<file path="config.mk">
export PLATFORM = sky130hd
export DESIGN_NAME = nand_page_access_sequencer_flat
export DESIGN_NICKNAME = d
export VERILOG_FILES = /design/src/hdl/nps_pkg.sv /design/src/hdl/nps_if.sv /design/src/hdl/nand_page_access_sequencer.sv /design/src/hdl/nps_step.sv /design/src/flat_wrapper.sv
export SDC_FILE = /design/constraint.sdc
export NUM_CORES = 1
export LEC_CHECK = 0
export BUFFER_PORTS_ARGS = -buffer_cell sky130_fd_sc_hd__buf_2
export CAP_MARGIN = 20
export CORE_MARGIN = 2
export CORE_UTILIZATION = 55
export DETAILED_ROUTE_END_ITERATION = 16
export MAX_ROUTING_LAYER = met4
export PLACE_DENSITY = 0.77
export SLEW_MARGIN = 10
export SYNTH_ARGS = -nofsm -noshare
export SYNTH_HDL_FRONTEND = slang
export SYNTH_HIERARCHICAL = 1
export SYNTH_SLANG_ARGS = --single-unit
</file>
<file path="constraint.sdc">
create_clock -name clk -period 3.88 [get_ports clk]
set_clock_uncertainty 0.2 [all_clocks]
set_input_delay 0.582 -clock clk [delete_from_list [all_inputs] [get_ports clk]]
set_output_delay 0.582 -clock clk [all_outputs]
set_load 0.02 [all_outputs]
</file>
<file path="src/hdl/nps_pkg.sv">
// ----------------------------------------------------------------------------
// nps_pkg: shared types and constants of the NAND page access sequencer
// Geometry, command codes, result kinds and the sequencer state record.
// ----------------------------------------------------------------------------
package nps_pkg;

  // flash geometry
  localparam int PAGE_BYTES  = 2048;
  localparam int BLOCK_BYTES = 131072;
  localparam int ID_BYTES    = 5;
  localparam int PAGE_BITS   = $clog2(PAGE_BYTES);
  localparam int BLOCK_BITS  = $clog2(BLOCK_BYTES);
  localparam int COL_W       = PAGE_BITS;
  localparam int ROW_W       = 24;
  localparam int IDC_W       = 3;
  localparam logic [ROW_W-1:0] BLOCK_PAGES = ROW_W'(BLOCK_BYTES / PAGE_BYTES);
  localparam logic [COL_W-1:0] COL_LAST    = COL_W'(PAGE_BYTES - 1);

  // result batch sizing
  localparam int NRES   = 9;
  localparam int RIDX_W = $clog2(NRES);
  localparam int CNT_W  = $clog2(NRES + 1);

  // request modes
  localparam logic [2:0] MODE_READ   = 3'd0;
  localparam logic [2:0] MODE_WRITE  = 3'd1;
  localparam logic [2:0] MODE_ERASE  = 3'd2;
  localparam logic [2:0] MODE_ID     = 3'd3;
  localparam logic [2:0] MODE_WBYTE  = 3'd4;
  localparam logic [2:0] MODE_FBYTE  = 3'd5;
  localparam logic [2:0] MODE_READY  = 3'd6;

  // NAND commands
  localparam logic [7:0] CMD_READ1  = 8'h00;
  localparam logic [7:0] CMD_READ2  = 8'h30;
  localparam logic [7:0] CMD_PROG1  = 8'h80;
  localparam logic [7:0] CMD_PROG2  = 8'h10;
  localparam logic [7:0] CMD_ERASE1 = 8'h60;
  localparam logic [7:0] CMD_ERASE2 = 8'hD0;
  localparam logic [7:0] CMD_RDID   = 8'h90;
  localparam logic [7:0] ADDR_ID    = 8'h00;

  // error codes
  localparam logic [7:0] ERR_ADDR  = 8'd0;
  localparam logic [7:0] ERR_LEN   = 8'd1;
  localparam logic [7:0] ERR_PHASE = 8'd2;

  typedef enum logic [2:0] {
    PH_IDLE, PH_WAIT, PH_RDATA, PH_WDATA, PH_IDDATA
  } phase_t;

  typedef enum logic [1:0] {
    OP_READ, OP_WRITE, OP_ERASE, OP_ID
  } op_t;

  typedef enum logic [3:0] {
    K_EN, K_DIS, K_CMD, K_ADDR, K_WDATA, K_STROBE, K_WAIT, K_HOST, K_ERR, K_DONE
  } kind_t;

  typedef struct packed {
    kind_t      kind;
    logic [7:0] value;
  } res_t;

  typedef struct packed {
    phase_t           phase;
    op_t              op;
    logic [ROW_W-1:0] page;
    logic [COL_W-1:0] col;
    logic [31:0]      left;
    logic [IDC_W-1:0] idc;
  } seq_st_t;

endpackage

</file>
<file path="src/hdl/nps_if.sv">
// ----------------------------------------------------------------------------
// nps_in_if / nps_out_if: request and result channels
// Valid/ready channels; a word moves when valid and ready are both high.
// ----------------------------------------------------------------------------
interface nps_in_if;
  logic        valid;
  logic        ready;
  logic [2:0]  mode;
  logic [31:0] address;
  logic [31:0] length;
  logic [7:0]  data;

  modport source (output valid, mode, address, length, data, input ready);
  modport sink   (input valid, mode, address, length, data, output ready);
endinterface

interface nps_out_if;
  logic       valid;
  logic       ready;
  logic [3:0] cycle_kind;
  logic [7:0] value;
  logic       last;

  modport source (output valid, cycle_kind, value, last, input ready);
  modport sink   (input valid, cycle_kind, value, last, output ready);
endinterface

</file>
<file path="src/hdl/nand_page_access_sequencer.sv">
// ----------------------------------------------------------------------------
// nand_page_access_sequencer: large-page NAND command sequencer
// Turns host requests and flash events into a stream of NAND bus cycles.
// ----------------------------------------------------------------------------
// Usage:
//   in_ch  carries request words: start read/write/erase/read-id, host write
//          bytes, bytes read from flash and flash-ready events.
//   out_ch carries bus-cycle words (enable, disable, command, address,
//          data, strobe, wait-ready, host data, error, done); last marks
//          the final word caused by one request.
//   Each request word yields 1 to 9 result words. The first appears the
//   cycle after the request is taken; the rest follow one per cycle while
//   out_ch is ready. The result buffer holds one request's batch; the next
//   request is taken in the same cycle as the previous batch's last word.
//   When out_ch stalls the current word holds and in_ch.ready stays low
//   until the last word of the batch is taken.
//   Reset (synchronous, rst_n low) empties the buffer and returns the
//   sequencer to idle with cleared address, length and ID counters.
//   A word that the current phase does not expect yields one error word
//   (code 2) and leaves the state unchanged.
// ----------------------------------------------------------------------------
module nand_page_access_sequencer (
  input  logic      clk,
  input  logic      rst_n,
  nps_in_if.sink    in_ch,
  nps_out_if.source out_ch
);
  import nps_pkg::*;

  seq_st_t               st_r, st_nxt;
  res_t [NRES-1:0]       buf_r, res_nxt;
  logic [CNT_W-1:0]      cnt_r, cnt_nxt;
  logic [RIDX_W-1:0]     idx_r;
  logic                  out_last, out_fire, in_fire;
  res_t                  cur;

  nps_step u_step (
    .st_cur  (st_r),
    .mode    (in_ch.mode),
    .address (in_ch.address),
    .length  (in_ch.length),
    .data    (in_ch.data),
    .st_nxt  (st_nxt),
    .res     (res_nxt),
    .res_cnt (cnt_nxt)
  );

  // present the current word of the batch
  assign cur               = buf_r[idx_r];
  assign out_last          = (CNT_W'(idx_r) == CNT_W'(cnt_r - 1'b1));
  assign out_ch.valid      = (cnt_r != '0);
  assign out_ch.cycle_kind = cur.kind;
  assign out_ch.value      = cur.value;
  assign out_ch.last       = out_last;
  assign out_fire          = out_ch.valid && out_ch.ready;

  // take a request when the buffer is empty or drains this cycle
  assign in_ch.ready = (cnt_r == '0) || (out_fire && out_last);
  assign in_fire     = in_ch.valid && in_ch.ready;

  // load a new batch and advance the sequencer state
  always_ff @(posedge clk) begin
    if (!rst_n) begin
      st_r.phase <= PH_IDLE;
      st_r.op    <= OP_READ;
      st_r.page  <= '0;
      st_r.col   <= '0;
      st_r.left  <= '0;
      st_r.idc   <= '0;
      cnt_r      <= '0;
      idx_r      <= '0;
    end else if (in_fire) begin
      st_r  <= st_nxt;
      cnt_r <= cnt_nxt;
      idx_r <= '0;
    end else if (out_fire) begin
      if (out_last) begin
        cnt_r <= '0;
        idx_r <= '0;
      end else begin
        idx_r <= idx_r + 1'b1;
      end
    end
  end

  // hold the batch payload
  always_ff @(posedge clk) begin
    if (in_fire) begin
      buf_r <= res_nxt;
    end
  end

endmodule

</file>
<file path="src/hdl/nps_step.sv">
// ----------------------------------------------------------------------------
// nps_step: per-word decode of the sequencer
// From the current state and one request word, form the next state and the
// batch of bus cycles that the word causes.
// ----------------------------------------------------------------------------
module nps_step (
  input  nps_pkg::seq_st_t                  st_cur,
  input  logic [2:0]                        mode,
  input  logic [31:0]                       address,
  input  logic [31:0]                       length,
  input  logic [7:0]                        data,
  output nps_pkg::seq_st_t                  st_nxt,
  output nps_pkg::res_t [nps_pkg::NRES-1:0] res,
  output logic [nps_pkg::CNT_W-1:0]         res_cnt
);
  import nps_pkg::*;

  logic                  is_idle;
  logic                  s_rd, s_wr, s_er, s_id;
  logic                  w_rdy, r_dat, w_dat, i_dat;
  logic                  len_zero, addr_mis, len_mis;
  logic [31:0]           addr_pg;
  logic [31:0]           left_dec, left_blk;
  logic                  col_wrap;
  logic                  id_end;
  logic [IDC_W:0]        idc_inc;
  logic [15:0]           col_ext;
  logic [ROW_W-1:0]      page_inc;

  // decode the word against the phase
  assign is_idle = (st_cur.phase == PH_IDLE);
  assign s_rd    = is_idle && (mode == MODE_READ);
  assign s_wr    = is_idle && (mode == MODE_WRITE);
  assign s_er    = is_idle && (mode == MODE_ERASE);
  assign s_id    = is_idle && (mode == MODE_ID);
  assign w_rdy   = (st_cur.phase == PH_WAIT)   && (mode == MODE_READY);
  assign r_dat   = (st_cur.phase == PH_RDATA)  && (mode == MODE_FBYTE);
  assign w_dat   = (st_cur.phase == PH_WDATA)  && (mode == MODE_WBYTE);
  assign i_dat   = (st_cur.phase == PH_IDDATA) && (mode == MODE_FBYTE);

  assign len_zero = (length == 32'd0);
  assign addr_mis = (address[BLOCK_BITS-1:0] != '0);
  assign len_mis  = (length[BLOCK_BITS-1:0] != '0);
  assign addr_pg  = address >> PAGE_BITS;
  assign left_dec = st_cur.left - 32'd1;
  assign left_blk = st_cur.left - 32'(BLOCK_BYTES);
  assign col_wrap = (st_cur.col == COL_LAST);
  assign idc_inc  = {1'b0, st_cur.idc} + (IDC_W+1)'(1);
  assign id_end   = (idc_inc >= (IDC_W+1)'(ID_BYTES));
  assign page_inc = st_cur.page + ROW_W'(1);

  // next state
  always_comb begin
    st_nxt = st_cur;
    if (s_rd || s_wr || s_er || s_id) begin
      st_nxt.page = addr_pg[ROW_W-1:0];
      st_nxt.col  = address[COL_W-1:0];
      st_nxt.left = length;
    end
    if (s_rd) begin
      st_nxt.op    = OP_READ;
      st_nxt.phase = len_zero ? PH_IDLE : PH_WAIT;
    end else if (s_wr) begin
      st_nxt.op    = OP_WRITE;
      st_nxt.phase = len_zero ? PH_WAIT : PH_WDATA;
    end else if (s_er) begin
      st_nxt.op    = OP_ERASE;
      st_nxt.phase = (addr_mis || len_mis || len_zero) ? PH_IDLE : PH_WAIT;
    end else if (s_id) begin
      st_nxt.op    = OP_ID;
      st_nxt.idc   = '0;
      st_nxt.phase = PH_IDDATA;
    end else if (w_rdy) begin
      if (st_cur.op == OP_READ) begin
        st_nxt.phase = PH_RDATA;
      end else if (st_cur.op == OP_WRITE) begin
        if (st_cur.left == 32'd0) begin
          st_nxt.phase = PH_IDLE;
        end else begin
          st_nxt.col   = '0;
          st_nxt.page  = page_inc;
          st_nxt.phase = PH_WDATA;
        end
      end else begin
        st_nxt.left = left_blk;
        if (left_blk == 32'd0) begin
          st_nxt.phase = PH_IDLE;
        end else begin
          st_nxt.page = st_cur.page + BLOCK_PAGES;
        end
      end
    end else if (r_dat) begin
      st_nxt.left = left_dec;
      st_nxt.col  = st_cur.col + COL_W'(1);
      if (left_dec == 32'd0) begin
        st_nxt.phase = PH_IDLE;
      end else if (col_wrap) begin
        st_nxt.col   = '0;
        st_nxt.page  = page_inc;
        st_nxt.phase = PH_WAIT;
      end
    end else if (w_dat) begin
      st_nxt.left = left_dec;
      st_nxt.col  = st_cur.col + COL_W'(1);
      if (left_dec == 32'd0 || col_wrap) begin
        st_nxt.phase = PH_WAIT;
      end
    end else if (i_dat) begin
      if (id_end) begin
        st_nxt.idc   = '0;
        st_nxt.phase = PH_IDLE;
      end else begin
        st_nxt.idc = idc_inc[IDC_W-1:0];
      end
    end
  end

  assign col_ext = 16'(st_nxt.col);

  // result batch; address bytes use the updated column and row
  always_comb begin
    logic [CNT_W-1:0] n;
    n   = '0;
    res = '0;
    if (s_rd) begin
      res[n] = '{K_EN, 8'd0}; n = n + 1'b1;
      if (len_zero) begin
        res[n] = '{K_DIS, 8'd0};  n = n + 1'b1;
        res[n] = '{K_DONE, 8'd0}; n = n + 1'b1;
      end else begin
        res[n] = '{K_CMD, CMD_READ1};          n = n + 1'b1;
        res[n] = '{K_ADDR, col_ext[7:0]};      n = n + 1'b1;
        res[n] = '{K_ADDR, col_ext[15:8]};     n = n + 1'b1;
        res[n] = '{K_ADDR, st_nxt.page[7:0]};  n = n + 1'b1;
        res[n] = '{K_ADDR, st_nxt.page[15:8]}; n = n + 1'b1;
        res[n] = '{K_ADDR, st_nxt.page[23:16]}; n = n + 1'b1;
        res[n] = '{K_CMD, CMD_READ2};          n = n + 1'b1;
        res[n] = '{K_WAIT, 8'd0};              n = n + 1'b1;
      end
    end else if (s_wr) begin
      res[n] = '{K_EN, 8'd0};                n = n + 1'b1;
      res[n] = '{K_CMD, CMD_PROG1};          n = n + 1'b1;
      res[n] = '{K_ADDR, col_ext[7:0]};      n = n + 1'b1;
      res[n] = '{K_ADDR, col_ext[15:8]};     n = n + 1'b1;
      res[n] = '{K_ADDR, st_nxt.page[7:0]};  n = n + 1'b1;
      res[n] = '{K_ADDR, st_nxt.page[15:8]}; n = n + 1'b1;
      res[n] = '{K_ADDR, st_nxt.page[23:16]}; n = n + 1'b1;
      if (len_zero) begin
        res[n] = '{K_CMD, CMD_PROG2}; n = n + 1'b1;
        res[n] = '{K_WAIT, 8'd0};     n = n + 1'b1;
      end
    end else if (s_er) begin
      if (addr_mis) begin
        res[n] = '{K_ERR, ERR_ADDR}; n = n + 1'b1;
      end else if (len_mis) begin
        res[n] = '{K_ERR, ERR_LEN}; n = n + 1'b1;
      end else if (len_zero) begin
        res[n] = '{K_DONE, 8'd0}; n = n + 1'b1;
      end else begin
        res[n] = '{K_EN, 8'd0};                n = n + 1'b1;
        res[n] = '{K_CMD, CMD_ERASE1};         n = n + 1'b1;
        res[n] = '{K_ADDR, st_nxt.page[7:0]};  n = n + 1'b1;
        res[n] = '{K_ADDR, st_nxt.page[15:8]}; n = n + 1'b1;
        res[n] = '{K_ADDR, st_nxt.page[23:16]}; n = n + 1'b1;
        res[n] = '{K_CMD, CMD_ERASE2};         n = n + 1'b1;
        res[n] = '{K_WAIT, 8'd0};              n = n + 1'b1;
      end
    end else if (s_id) begin
      res[n] = '{K_EN, 8'd0};       n = n + 1'b1;
      res[n] = '{K_CMD, CMD_RDID};  n = n + 1'b1;
      res[n] = '{K_ADDR, ADDR_ID};  n = n + 1'b1;
      res[n] = '{K_STROBE, 8'd0};   n = n + 1'b1;
    end else if (w_rdy) begin
      if (st_cur.op == OP_READ) begin
        res[n] = '{K_STROBE, 8'd0}; n = n + 1'b1;
      end else if (st_cur.phase == st_nxt.phase || st_nxt.phase == PH_WDATA) begin
        // another page to program or another block to erase
        if (st_cur.op == OP_WRITE) begin
          res[n] = '{K_CMD, CMD_PROG1};      n = n + 1'b1;
          res[n] = '{K_ADDR, col_ext[7:0]};  n = n + 1'b1;
          res[n] = '{K_ADDR, col_ext[15:8]}; n = n + 1'b1;
        end else begin
          res[n] = '{K_CMD, CMD_ERASE1};     n = n + 1'b1;
        end
        res[n] = '{K_ADDR, st_nxt.page[7:0]};   n = n + 1'b1;
        res[n] = '{K_ADDR, st_nxt.page[15:8]};  n = n + 1'b1;
        res[n] = '{K_ADDR, st_nxt.page[23:16]}; n = n + 1'b1;
        if (st_cur.op != OP_WRITE) begin
          res[n] = '{K_CMD, CMD_ERASE2}; n = n + 1'b1;
          res[n] = '{K_WAIT, 8'd0};      n = n + 1'b1;
        end
      end else begin
        res[n] = '{K_DIS, 8'd0};  n = n + 1'b1;
        res[n] = '{K_DONE, 8'd0}; n = n + 1'b1;
      end
    end else if (r_dat) begin
      res[n] = '{K_HOST, data}; n = n + 1'b1;
      if (left_dec == 32'd0) begin
        res[n] = '{K_DIS, 8'd0};  n = n + 1'b1;
        res[n] = '{K_DONE, 8'd0}; n = n + 1'b1;
      end else if (col_wrap) begin
        res[n] = '{K_CMD, CMD_READ1};           n = n + 1'b1;
        res[n] = '{K_ADDR, col_ext[7:0]};       n = n + 1'b1;
        res[n] = '{K_ADDR, col_ext[15:8]};      n = n + 1'b1;
        res[n] = '{K_ADDR, st_nxt.page[7:0]};   n = n + 1'b1;
        res[n] = '{K_ADDR, st_nxt.page[15:8]};  n = n + 1'b1;
        res[n] = '{K_ADDR, st_nxt.page[23:16]}; n = n + 1'b1;
        res[n] = '{K_CMD, CMD_READ2};           n = n + 1'b1;
        res[n] = '{K_WAIT, 8'd0};               n = n + 1'b1;
      end else begin
        res[n] = '{K_STROBE, 8'd0}; n = n + 1'b1;
      end
    end else if (w_dat) begin
      res[n] = '{K_WDATA, data}; n = n + 1'b1;
      if (left_dec == 32'd0 || col_wrap) begin
        res[n] = '{K_CMD, CMD_PROG2}; n = n + 1'b1;
        res[n] = '{K_WAIT, 8'd0};     n = n + 1'b1;
      end
    end else if (i_dat) begin
      res[n] = '{K_HOST, data}; n = n + 1'b1;
      if (id_end) begin
        res[n] = '{K_DIS, 8'd0};  n = n + 1'b1;
        res[n] = '{K_DONE, 8'd0}; n = n + 1'b1;
      end else begin
        res[n] = '{K_STROBE, 8'd0}; n = n + 1'b1;
      end
    end else begin
      res[n] = '{K_ERR, ERR_PHASE}; n = n + 1'b1;
    end
    res_cnt = n;
  end

endmodule
</file>
<file path="src/flat_wrapper.sv">
// flat-port wrapper written by rule: the top's interface ports become plain ports
module nand_page_access_sequencer_flat import nps_pkg::*;
  (clk, rst_n, in_ch_valid, in_ch_mode, in_ch_address, in_ch_length, in_ch_data, in_ch_ready, out_ch_valid, out_ch_cycle_kind, out_ch_value, out_ch_last, out_ch_ready);
  nps_in_if in_ch_i ();
  nps_out_if out_ch_i ();
  input  logic clk;
  input  logic rst_n;
  input wire logic [$bits(in_ch_i.valid)-1:0] in_ch_valid;
  input wire logic [$bits(in_ch_i.mode)-1:0] in_ch_mode;
  input wire logic [$bits(in_ch_i.address)-1:0] in_ch_address;
  input wire logic [$bits(in_ch_i.length)-1:0] in_ch_length;
  input wire logic [$bits(in_ch_i.data)-1:0] in_ch_data;
  output wire logic [$bits(in_ch_i.ready)-1:0] in_ch_ready;
  output wire logic [$bits(out_ch_i.valid)-1:0] out_ch_valid;
  output wire logic [$bits(out_ch_i.cycle_kind)-1:0] out_ch_cycle_kind;
  output wire logic [$bits(out_ch_i.value)-1:0] out_ch_value;
  output wire logic [$bits(out_ch_i.last)-1:0] out_ch_last;
  input wire logic [$bits(out_ch_i.ready)-1:0] out_ch_ready;
  assign in_ch_i.valid = in_ch_valid;
  assign in_ch_i.mode = in_ch_mode;
  assign in_ch_i.address = in_ch_address;
  assign in_ch_i.length = in_ch_length;
  assign in_ch_i.data = in_ch_data;
  assign in_ch_ready = in_ch_i.ready;
  assign out_ch_valid = out_ch_i.valid;
  assign out_ch_cycle_kind = out_ch_i.cycle_kind;
  assign out_ch_value = out_ch_i.value;
  assign out_ch_last = out_ch_i.last;
  assign out_ch_i.ready = out_ch_ready;
  nand_page_access_sequencer u_core (.clk(clk), .rst_n(rst_n), .in_ch(in_ch_i), .out_ch(out_ch_i));
endmodule
</file>
* Yosys cells after proc, flatten, opt, wreduce, memory -nomap -nowiden
Index checks and enable logic that the tools add are counted.
** Storage, ports and cells
- Output and inout bits :: 15
- Bits of input ports :: 79
- Flip-flop bits (word level) :: 191
** Operators by class
- Add/sub/neg operators :: 13
- Multiplexer cells :: 146
- Bitwise gates (word level) :: 10
- Equality and inequality tests :: 19
- Reductions and logical operators :: 44
- $lt $le $gt $ge :: 12
** Operators with widths (number)
- 2-to-1 mux 108 bit :: 11
- 2-to-1 mux 24 bit :: 15
- bitwise mux 108 bit :: 3
- 2-to-1 mux 67 bit :: 4
- demux 12 bit (select 4 bit) :: 5
- 2-to-1 mux 12 bit :: 19
- 2-to-1 mux 72 bit :: 3
- 2-to-1 mux 71 bit :: 3
- 2-to-1 mux 70 bit :: 3
- 2-to-1 mux 84 bit :: 2
- zero test 32 bit :: 4
- 2-to-1 mux 35 bit :: 3
- 2-to-1 mux 4 bit :: 25
- 2-to-1 mux 96 bit :: 1
- bitwise AND 90 bit :: 1
- inverter 90 bit :: 1
- 2-to-1 mux 43 bit :: 2
- 2-to-1 mux 83 bit :: 1
- bitwise AND 72 bit :: 1
- 2-to-1 mux 36 bit :: 2
- inverter 72 bit :: 1
- 2-to-1 mux 3 bit :: 21
- 2-to-1 mux 60 bit :: 1
- binary-select mux 12 bit (select 4 bit) :: 1
- 43 further kinds :: 111

* Depth between registers and ports, before layout
Gate-level depths: netlist of run 1.
- Depth after elaboration :: 45
- Gate-level depth with buffers :: 17
- Mapped depth without buffers :: 15

* Cells and area by module
The synthesis of run 1 kept the hierarchy.
** Modules (own cells, without submodules)
- nand_page_access_sequencer :: cells an instance 554, sequential area each 4904.7 µm², area an instance 7533.5 µm², times used 1
- nps_step :: cells an instance 972, sequential area each 0.0 µm², area an instance 5731.7 µm², times used 1

* Worst setup path after synthesis of run 1
Ideal clock, no wire load.
- Path kind :: register -> register
- Start point :: reg u_core/st_r[3] in the netlist's numbering
- End point :: reg u_core/buf_r[53] in the netlist's numbering, data pin
- Required time :: 3419 ps
- Clock period less this slack :: 3675 ps
- Setup slack :: 205 ps
- Cell stages (with the launch flop) :: 13
- Setup time :: 261 ps
- Arrival :: 3214 ps
- Path buffers :: 0
- Path through :: dfxtp_1 inv_1 ha_1 or4b_2 nor4_2 mux2i_1 o21ai_0 nand2b_1 o311ai_4 nor2_1 o21ba_1 a221o_1 a221o_1
** RTL lines
- start, declared :: RTL line nand_page_access_sequencer.sv:30 : seq_st_t st_r, st_nxt;
- start signal, assigned :: RTL line nand_page_access_sequencer.sv:73 : st_r <= st_nxt;
- end signal, assigned :: RTL line nand_page_access_sequencer.sv:89 : buf_r <= res_nxt;
- end, declared :: RTL line nand_page_access_sequencer.sv:31 : res_t [NRES-1:0] buf_r, res_nxt;

==> results of run 1 <==
[synth_stat cells, drive strengths merged, types with 6 or more instances]
cell type	instances	area, um^2
a221oi	11	96.34
nand2	315	1190
clkbuf	65	244.0
nand3	29	145.1
edfxtp	108	3243
o211ai	15	112.6
nand2b	7	43.79
o221ai	11	96.34
nor3b	8	60.06
a21oi	63	322.8
o22ai	8	56.30
a22oi	13	97.59
or2	6	37.54
a211oi	7	52.55
o21ai	101	509.2
nor2b	7	43.79
a31oi	10	62.56
or4	10	90.08
o21a	8	60.06
xnor2	32	280.3
mux2i	104	1041
mux4	24	540.5
or3	9	56.30
nor2	116	447.9
a22o	6	52.55
a21o	6	46.30
and3	15	93.84
buf	65	501.7
and2	16	100.1
dfxtp	83	1662
o31ai	13	102.6
ha	10	125.1
a32o	6	60.06
nor3	40	211.5
xor2	24	210.2
inv	38	142.6
nor4	33	267.8
nand4	18	125.1
[final timing paths]
kind / start / slack (ps) / cells past startpoint / end
max: u_core/st_r[13] / 20 / 12 / u_core/buf_r[65]
min: in_ch_data[5] / 220 / 3 / u_core/buf_r[5]
max reg2reg: u_core/st_r[13] / 20 / 12 / u_core/buf_r[65]
min reg2reg: u_core/st_r[21] / 280 / 2 / u_core/st_r[21]
[metal layers]
| layer | vias to the layer above | GRT usage (%) |
|---|---|---|
| li1 | 5912 | - |
| met1 | 6139 | 49.28 |
| met2 | 743 | 57.09 |
| met3 | 136 | 9.377 |
| met4 | 0 | 12.52 |
| met5 | - | - |
[state kept, by name, indices dropped and copies added, names as in the netlist]
register      flops
u_core/buf_r    108
u_core/cnt_r      4
u_core/idx_r      4
u_core/st_r      75
[power by group]
group / internal [mW] / switching, mW / total [mW] / leakage (nW)
clock: 0.872 / 0.915 / 1.79 / 0.290
combinational: 1.06 / 1.42 / 2.48 / 4.25
sequential: 2.42 / 0.172 / 2.59 / 1.74
total: 4.36 / 2.51 / 6.86 / 6.27
[per-stage QoR]
step                      util, %  power [mW]  TNS, ps  worst slack, ps
after global placement      63.64       4.886   -55.64           -29.58
after CTS                   66.45       6.730        0            9.060
final                       67.53       6.862        0            20.01
after floorplan                 -       4.067        0            205.3
after global routing        67.53       7.172   -150.2           -42.09
after detailed placement    63.64       4.913    -1879           -192.3
[cell type report]
type | count | area, um^2 | area share [%]
well taps | 319 | 399.1 | 2.510
flip-flops and latches | 191 | 4910 | 30.88
inverters | 38 | 142.6 | 0.8971
repair buffers | 285 | 2012 | 12.65
clock inverters | 14 | 165.2 | 1.039
multi-input cells | 1190 | 7834 | 49.27
diodes | 3 | 7.507 | 0.04722
clock buffers | 18 | 429.2 | 2.699
[worst max-delay path: stages, from the launching register on]
cell and delay, ps:
dfxtp_1 380, or4_1 650, nor4_2 330, xnor2_1 190, and4b_2 300, nand4_4 130, o311ai_4 290, buf_4 170
nor2_1 50, o21ba_1 180, a221o_1 370, buf_4 180, a22o_1 180
[cell families after synthesis]
group                    Yosys count  synth area share (%)
buffers and inverters            168                 6.697
other                              1               0.02827
XOR/XNOR                          56                 3.697
multiplexers                     129                 12.01
AO/OA/AOI/OAI                    322                 16.32
flip-flops                       191                 36.97
AND/OR/NAND/NOR                  649                 23.34
adder cells (fa/ha/maj)           10                0.9432
[repair_timing]
item	4_1_cts	5_1_grt
setup buffers	0	6
pin swaps	6	28
endpoints found under the setup margin	43	66
resized for setup	14	53
==> results.py, run 1 <==
metrics = {
    "status": {
        "outcome": "complete, no violations",
    },
    "layout": {
        "layout.cells.non_filler": 2058,
        "layout_commonest_cell": "nand2_1",
        "fillers": 1950,
        "areaGrowthSynthToFinish_pct": 19.85,
        "finalNetCount": 1812,
        "layout-drive-gt1-share_pct": 24.71,
        "final_area_mm2": 0.01590,
        "layout_common_cells": "nand2_1, buf_4, nor2_1",
    },
    "power": {
        "leakage_nw": 6.273,
        "power_density_mw_per_mm2": 431.6,
        "peakVddDrop_mv": 0.2419,
    },
    "sta": {
        "worstMarginPinSlew_ps": 681.1,
        "period_needed_ps": 3860,
        "hold_slack_ps": 221.1,
        "final_hold_viol_count": 0,
        "finalSetupViolCount": 0,
        "drv_slew": 0,
        "fin_crit_sh_pct": 99.48,
        "max_freq_mhz": 259.1,
        "rsz0062_at_grt": "true",
        "max-slew-margin-rel_pct": 54.59,
    },
    "routing": {
        "wl_met1_mm": 18.99,
        "ant_nets": 0,
        "routed-via-count": 12930,
        "wire_per_inst_um": 22.55,
        "drtPass1Iterations": 6,
        "wl_mm": 46.42,
        "dr.max_layer_used": "met4",
        "wl_met2_mm": 20.79,
        "drcViolationCount": 0,
        "vias_per_cell": 6.283,
        "drt_iter0_markers": 1512,
        "wl_met3_mm": 4.919,
    },
    "synth": {
        "synth.ff_latch_count": 191,
        "syn_inst": 1526,
        "synth_edf_count": 108,
        "ys_types": 91,
        "ys_seq_area_share_pct": 36.97,
        "synthFlopType": "edfxtp_1",
        "yosysWarnings": 6,
        "avgSynthCellArea_um2": 8.693,
        "async_flop_share_pct": 0,
        "syn_area_mm2": 0.01327,
    },
    "placed_design": {
        "io_buffers": 93,
        "place_hpwl_mm": 35.37,
        "placedCellCount": 2017,
        "placed_area_mm2": 0.01498,
        "gp_congestion": 0.9932,
    },
    "clocking": {
        "cts_root_buffer": "clkbuf_16",
        "cts_tree": "built",
        "cts_buffers": 17,
        "clkTransAtPathRegs_ps": 80,
        "cts.sinks": 191,
        "clk_latency_ps": 450,
        "cts_max_level": 4,
        "clockBufferDepth": 2,
        "cts_hold_buf": 0,
    },
    "global_routing": {
        "grt_usage_pct": 37.55,
        "antenna_found_initial": 3,
        "globalRouteOverflowTotal": 0,
        "first_global_vias": 12109,
        "grt_max_degree": 67,
        "grt_pass1_wl_mm": 71.15,
    },
    "floorplan": {
        "dieWidth_um": 159.3,
        "placementRows": 56,
        "dieArea_mm2": 0.02538,
        "die_h_um": 159.3,
        "start_util_pct": 56.35,
        "fp.coreArea_mm2": 0.02354,
        "io_pins": 94,
    },
    "worst_setup_path": {
        "cp.required_ps": 3870,
        "cp-end-kind": "flop",
        "crit_fanout": 4,
        "worstPathArrival_ps": 3850,
        "path_class": "reg2reg",
        "crit_path_start_kind": "flop",
    },
    "min_path": {
        "hold_path.class": "in2reg",
    },
    "run": {
        "cap_viol_max_count": 0,
    },
}
Power figures use the tool's default switching activity.
==> run 2: changes to the inputs <==
--- a/config.mk
+++ b/config.mk
@@ -7,11 +7,14 @@
 export LEC_CHECK = 0
 export BUFFER_PORTS_ARGS = -buffer_cell sky130_fd_sc_hd__buf_2
 export CAP_MARGIN = 20
+export CELL_PAD_IN_SITES_DETAIL_PLACEMENT = 1
+export CELL_PAD_IN_SITES_GLOBAL_PLACEMENT = 1
 export CORE_MARGIN = 2
-export CORE_UTILIZATION = 55
+export CORE_UTILIZATION = 43
 export DETAILED_ROUTE_END_ITERATION = 16
 export MAX_ROUTING_LAYER = met4
-export PLACE_DENSITY = 0.77
+export PLACE_DENSITY_LB_ADDON = 0.1
+export REMOVE_ABC_BUFFERS = 1
 export SLEW_MARGIN = 10
 export SYNTH_ARGS = -nofsm -noshare
 export SYNTH_HDL_FRONTEND = slang
==> run 2 against run 1 <==
Against the previous run:
- clock-buffer cell count unchanged
- global-route usage down 4.8 points
- flip-flop and latch count unchanged
- wire length up 12%
- critical path type unchanged
- critical endpoint is now u_core/buf_r[37]
- largest cell class unchanged
==> results.py, run 2 (synthesized netlist as in run 1, its figures left out) <==
metrics = {
    "status": {
        "outcome": "complete, no violations",
    },
    "worst_setup_path": {
        "r2r_slack_ps": 40,
        "path_class": "reg2reg",
        "reg2reg_to": "u_core/buf_r[37]",
        "r2r-start": "u_core/st_r[27]",
        "max_stage_delay_ps": 580,
        "crit_path_start_kind": "flop",
        "crit_fanout": 6,
        "cp.required_ps": 3860,
        "cp-end-kind": "flop",
        "crit_chain": "or4_4 -> o41ai_4 -> buf_4 -> nand2_2 -> or4_4 -> nand2_4 -> inv_4 -> nor2_4 -> a211o_1 -> o22ai_2 -> buf_4 -> a221oi_1 -> o21ai_0",
        "crit_slowest_cell": "or4_4",
        "r2r_cells": 13,
        "worstPathArrival_ps": 3820,
    },
    "routing": {
        "vias_per_cell": 6.025,
        "drt_iter0_markers": 978,
        "wire_per_inst_um": 23.95,
        "ant_nets": 0,
        "routed-via-count": 13105,
        "drcViolationCount": 0,
        "wl_mm": 52.08,
        "drtPass1Iterations": 5,
    },
    "power": {
        "leakage_nw": 6.490,
        "peakVddDrop_mv": 0.2947,
        "power_density_mw_per_mm2": 430.0,
    },
    "sta": {
        "worstMarginPinSlew_ps": 716.9,
        "rsz0062_at_grt": "true",
        "drv_slew": 0,
        "fin_ws_ps": 40.55,
        "period_needed_ps": 3839,
        "final_hold_viol_count": 0,
        "finalSetupViolCount": 0,
        "max-slew-margin-rel_pct": 52.21,
        "hold_slack_ps": 210.3,
        "fin_crit_sh_pct": 98.95,
        "max_freq_mhz": 260.5,
    },
    "floorplan": {
        "start_util_pct": 43.48,
        "dieWidth_um": 179.6,
        "fp.coreArea_mm2": 0.03051,
        "placementRows": 64,
        "die_h_um": 179.6,
        "dieArea_mm2": 0.03227,
        "io_pins": 94,
    },
    "layout": {
        "reg_top3": "u_core/buf_r (108), u_core/st_r (75)",
        "finalNetCount": 1853,
        "layout_common_cells": "nand2_1, buf_4, nor2_1",
        "largest_reg_flops": 108,
        "layout_commonest_cell": "nand2_1",
        "fin_util_pct": 53.76,
        "multi_input_area_mm2": 0.007890,
        "fillers": 3590,
        "layout-drive-gt1-share_pct": 26.84,
        "areaGrowthSynthToFinish_pct": 23.65,
        "largest-register": "u_core/buf_r",
        "seqCellArea_mm2": 0.004908,
        "layout.cells.non_filler": 2175,
    },
    "run": {
        "cap_viol_max_count": 0,
    },
    "clocking": {
        "clockBufferDepth": 2,
        "clkTransAtPathRegs_ps": 90,
        "cts_root_buffer": "clkbuf_16",
        "cts_tree": "built",
        "cts_max_level": 4,
        "cts_buffers": 17,
        "cts.sinks": 191,
        "cts_hold_buf": 0,
        "clk_latency_ps": 450,
    },
    "placed_design": {
        "gp_congestion": 0.9773,
        "place_hpwl_mm": 39.51,
        "placedCellCount": 2126,
        "place_ws_ps": -262.1,
        "io_buffers": 93,
    },
    "global_routing": {
        "first_global_vias": 13441,
        "grt_pass1_wl_mm": 79.39,
        "antenna_found_initial": 2,
        "grt_usage_pct": 32.73,
        "globalRouteOverflowTotal": 0,
        "grt_max_degree": 70,
    },
    "min_path": {
        "hold_end": "u_core/buf_r[5]",
        "min_from": "in_ch_data[5]",
        "min_path_cells": 3,
        "hold_path.class": "in2reg",
    },
}
[run 2: worst max-delay path by stage]
stage	start	to	slack (ps)	cells past startpoint
after floorplan	in_ch_mode[2]	u_core/st_r[73]	-7210	9
after global placement	u_core/st_r[4]	u_core/buf_r[64]	-270	14
after detailed placement	u_core/st_r[4]	u_core/buf_r[64]	-260	14
after CTS	u_core/st_r[3]	u_core/buf_r[17]	-3	16
after global routing	u_core/st_r[27]	u_core/buf_r[53]	-40	12
final	u_core/st_r[27]	u_core/buf_r[37]	40	13
[run 2: critical path, delay by kind of cell (launching register included)]
family | cells | cell delay (ps)
buffers and inverters | 3 | 410
flip-flops | 1 | 330
AO/OA/AOI/OAI | 5 | 1100
AND/OR/NAND/NOR | 5 | 1510
[run 2: final cells by class]
class | count | area share [%]
inverter | 38 | 0.8849
clock inverter | 14 | 1.083
multi-input combinational | 1190 | 48.10
antenna | 2 | 0.03051
tap | 396 | 3.021
clock buffer | 18 | 2.678
sequential | 191 | 29.93
timing repair buffer | 326 | 14.27
[run 2: layer usage]
layer  routed length, um  vias up  GRT usage (%)  part of all wire [%]
met4                2470        0          13.63                   4.7
li1                    -     6001              -                     -
met3                2938      152          5.166                   5.6
met2               25500      475          54.94                    49
met5                   0        -              -                     0
met1               21170     6477          39.19                    41
[run 2: report_power, final]
part | internal (mW) | switching, mW
combinational | 1.12 | 1.50
clock | 0.898 | 0.965
sequential | 2.42 | 0.155
[run 2: repair_timing]
| action | CTS | global route |
|---|---|---|
| resized for setup | 29 | 49 |
| endpoints found under the setup margin | 47 | 67 |
| pin swaps | 6 | 12 |
| buffers inserted | 7 | 8 |
[run 2: stage by stage]
step,area (um^2),total power [mW],setup TNS [ps]
2_1_floorplan,12610,4.005,-984860
3_3_place_gp,15340,4.952,-1062
3_5_place_dp,15340,5.028,-2589
4_1_cts,16140,6.952,-2.849
5_1_grt,16400,7.383,-196.6
6_report,16400,7.053,0
==> run 3: changes to the inputs <==
--- a/config.mk
+++ b/config.mk
@@ -12,6 +12,7 @@
 export CORE_MARGIN = 2
 export CORE_UTILIZATION = 43
 export DETAILED_ROUTE_END_ITERATION = 16
+export GPL_TIMING_DRIVEN = 0
 export MAX_ROUTING_LAYER = met4
 export PLACE_DENSITY_LB_ADDON = 0.1
 export REMOVE_ABC_BUFFERS = 1
==> run 3 against run 2 <==
Against the previous run:
- first-iteration DRC count fell by 4.3%
- clock-buffer cell count did not move
- sequential share of layout area rose by 1.7 points
- highest routed layer unchanged
- sequential power rose by 2%
- hold slack got worse by 12 ps
- cell area fell by 4.4%
- global-route usage fell by 2.5 points
- power fell by 3.9%
- setup slack got worse by 31 ps
- cell count fell by 6.5%
- core utilization fell by 2.4 points
==> results.py, run 3 (synthesized netlist as in run 1, its figures left out) <==
metrics = {
    "status": {
        "outcome": "complete, no violations",
    },
    "routing": {
        "routed-via-count": 12439,
        "wl_mm": 48.01,
        "wire_per_inst_um": 23.62,
        "drcViolationCount": 0,
        "drt_iter0_markers": 936,
        "drtPass1Iterations": 5,
        "ant_nets": 0,
        "vias_per_cell": 6.119,
    },
    "sta": {
        "hold_slack_ps": 198.3,
        "worstMarginPinSlew_ps": 1109,
        "rsz0062_at_grt": "true",
        "final_hold_viol_count": 0,
        "tns_ps": 0,
        "fin_crit_sh_pct": 99.76,
        "max_freq_mhz": 258.3,
        "finalSetupViolCount": 0,
        "drv_slew": 0,
        "period_needed_ps": 3871,
        "max-slew-margin-rel_pct": 25.78,
    },
    "floorplan": {
        "dieWidth_um": 179.6,
        "start_util_pct": 43.48,
        "fp.coreArea_mm2": 0.03051,
        "io_pins": 94,
        "placementRows": 64,
        "dieArea_mm2": 0.03227,
        "die_h_um": 179.6,
    },
    "worst_setup_path": {
        "crit_slowest_cell": "or4_4",
        "r2r-start": "u_core/st_r[23]",
        "worstPathArrival_ps": 3960,
        "r2r_cells": 13,
        "crit_path_start_kind": "flop",
        "cp.required_ps": 3970,
        "crit_fanout": 6,
        "crit_chain": "or4_4 -> o41ai_4 -> buf_4 -> and2_4 -> and4b_1 -> nand4_4 -> buf_6 -> o31ai_4 -> buf_6 -> nand2_2 -> nor2_1 -> mux2i_1 -> nor2_1",
        "crit_start": "u_core/st_r[23]",
        "cp-end-kind": "flop",
        "crit_buf_inv": 3,
        "worst-path-stages": 13,
        "critPathTopFamily": "simple AND/OR/NAND/NOR gates",
        "path_class": "reg2reg",
        "max_stage_delay_ps": 560,
        "reg2reg_to": "u_core/buf_r[14]",
        "r2r_slack_ps": 9,
        "crit_end": "u_core/buf_r[14]",
    },
    "clocking": {
        "cts.sinks": 191,
        "clk_latency_ps": 460,
        "clockBufferDepth": 2,
        "cts_root_buffer": "clkbuf_16",
        "cts_tree": "built",
        "cts_buffers": 17,
        "clkTransAtPathRegs_ps": 80,
        "cts_hold_buf": 0,
        "cts_max_level": 4,
    },
    "layout": {
        "layout.cells.non_filler": 2033,
        "layout-drive-gt1-share_pct": 23.17,
        "areaGrowthSynthToFinish_pct": 18.15,
        "largest-register": "u_core/buf_r",
        "finalNetCount": 1712,
        "final_area_mm2": 0.01567,
        "fillers": 3551,
        "largest_reg_flops": 108,
        "layout_commonest_cell": "nand2_1",
        "reg_top3": "u_core/buf_r (108), u_core/st_r (75)",
        "layout_common_cells": "nand2_1, edfxtp_1, nor2_1",
    },
    "global_routing": {
        "globalRouteOverflowTotal": 0,
        "grt_pass1_wl_mm": 74.05,
        "grt_usage_pct": 30.20,
        "first_global_vias": 12583,
        "antenna_found_initial": 2,
        "grt_max_degree": 92,
    },
    "placed_design": {
        "io_buffers": 93,
        "place_hpwl_mm": 34.09,
        "gp_congestion": 0.9311,
        "placedCellCount": 1934,
        "placed_area_mm2": 0.01395,
    },
    "power": {
        "seq_power_share_pct": 39.0,
        "leakage_nw": 5.887,
        "p_comb_share_pct": 35.2,
        "peakVddDrop_mv": 0.3260,
        "power_frac_clock_pct": 25.7,
        "intPower_mw": 4.257,
        "p_sw_share_pct": 37.20,
        "power_switching_mw": 2.522,
        "total_power_mw": 6.779,
        "power_density_mw_per_mm2": 432.5,
    },
    "min_path": {
        "hold_path.class": "in2reg",
    },
    "run": {
        "cap_viol_max_count": 0,
    },
}
==> run 3: changes by cell type in the layout (fill, tap and decap cells not counted), sizes merged <==
cell      before  now
diode          2    1
buf          326  183
clkinvlp       0    3
nand2        315  317
inv           44   46
clkinv         8    3
==> run 3: worst min-delay path by stage <==
stage,start,end,slack (ps),cells after the start
after global routing,in_ch_data[2],u_core/buf_r[2],180,2
after CTS,in_ch_data[2],u_core/buf_r[2],180,2
after detailed placement,u_core/st_r[69],u_core/st_r[69],290,2
after global placement,u_core/st_r[69],u_core/st_r[69],270,2
final,in_ch_data[2],u_core/buf_r[2],200,2
after floorplan,u_core/st_r[69],u_core/st_r[69],250,2
==> run 3: power groups by stage <==
stage | Clock [mW] | Sequential, mW | Combinational, mW
floorplan | 0 | 2.63 | 1.37
global placement | 0 | 2.72 | 1.91
detailed placement | 0 | 2.69 | 1.95
CTS | 1.78 | 2.64 | 2.24
global route | 1.85 | 2.68 | 2.57
finish | 1.74 | 2.64 | 2.39
==> run 3: metrics by stage <==
step,setup slack [ps],util (%)
after global placement,-16400,44.47
after detailed placement,-2032,45.73
after CTS,1.152,50.11
after global routing,-113.7,51.37
after floorplan,-7214,-
final,9.170,51.37
==> run 3: layer usage <==
layer  vias to the layer above  wire [um]  global-route usage [%]
met4                         0       2034                   13.50
met2                       418      23440                   49.53
met5                         -          0                       -
met3                       111       2458                   4.720
met1                      6209      20080                   36.78
li1                       5701          -                       -
==> run 3: layout make-up <==
cell class | instances | area [um^2] | share of cell area, %
antenna | 1 | 2.502 | 0.01597
clock buffer | 18 | 429.2 | 2.738
clock inverter | 14 | 135.1 | 0.8622
inverter | 38 | 161.4 | 1.030
multi-input combinational | 1192 | 8165 | 52.10
sequential | 191 | 4952 | 31.60
tap | 396 | 495.5 | 3.161
timing repair buffer | 183 | 1331 | 8.494
==> run 3: timing repair <==
| action | CTS | global route |
|---|---|---|
| gates cloned | 1 | 1 |
| endpoints found under the setup margin | 105 | 76 |
| gates resized for setup | 109 | 48 |
| pin swaps | 29 | 34 |
| setup buffers | 40 | 24 |
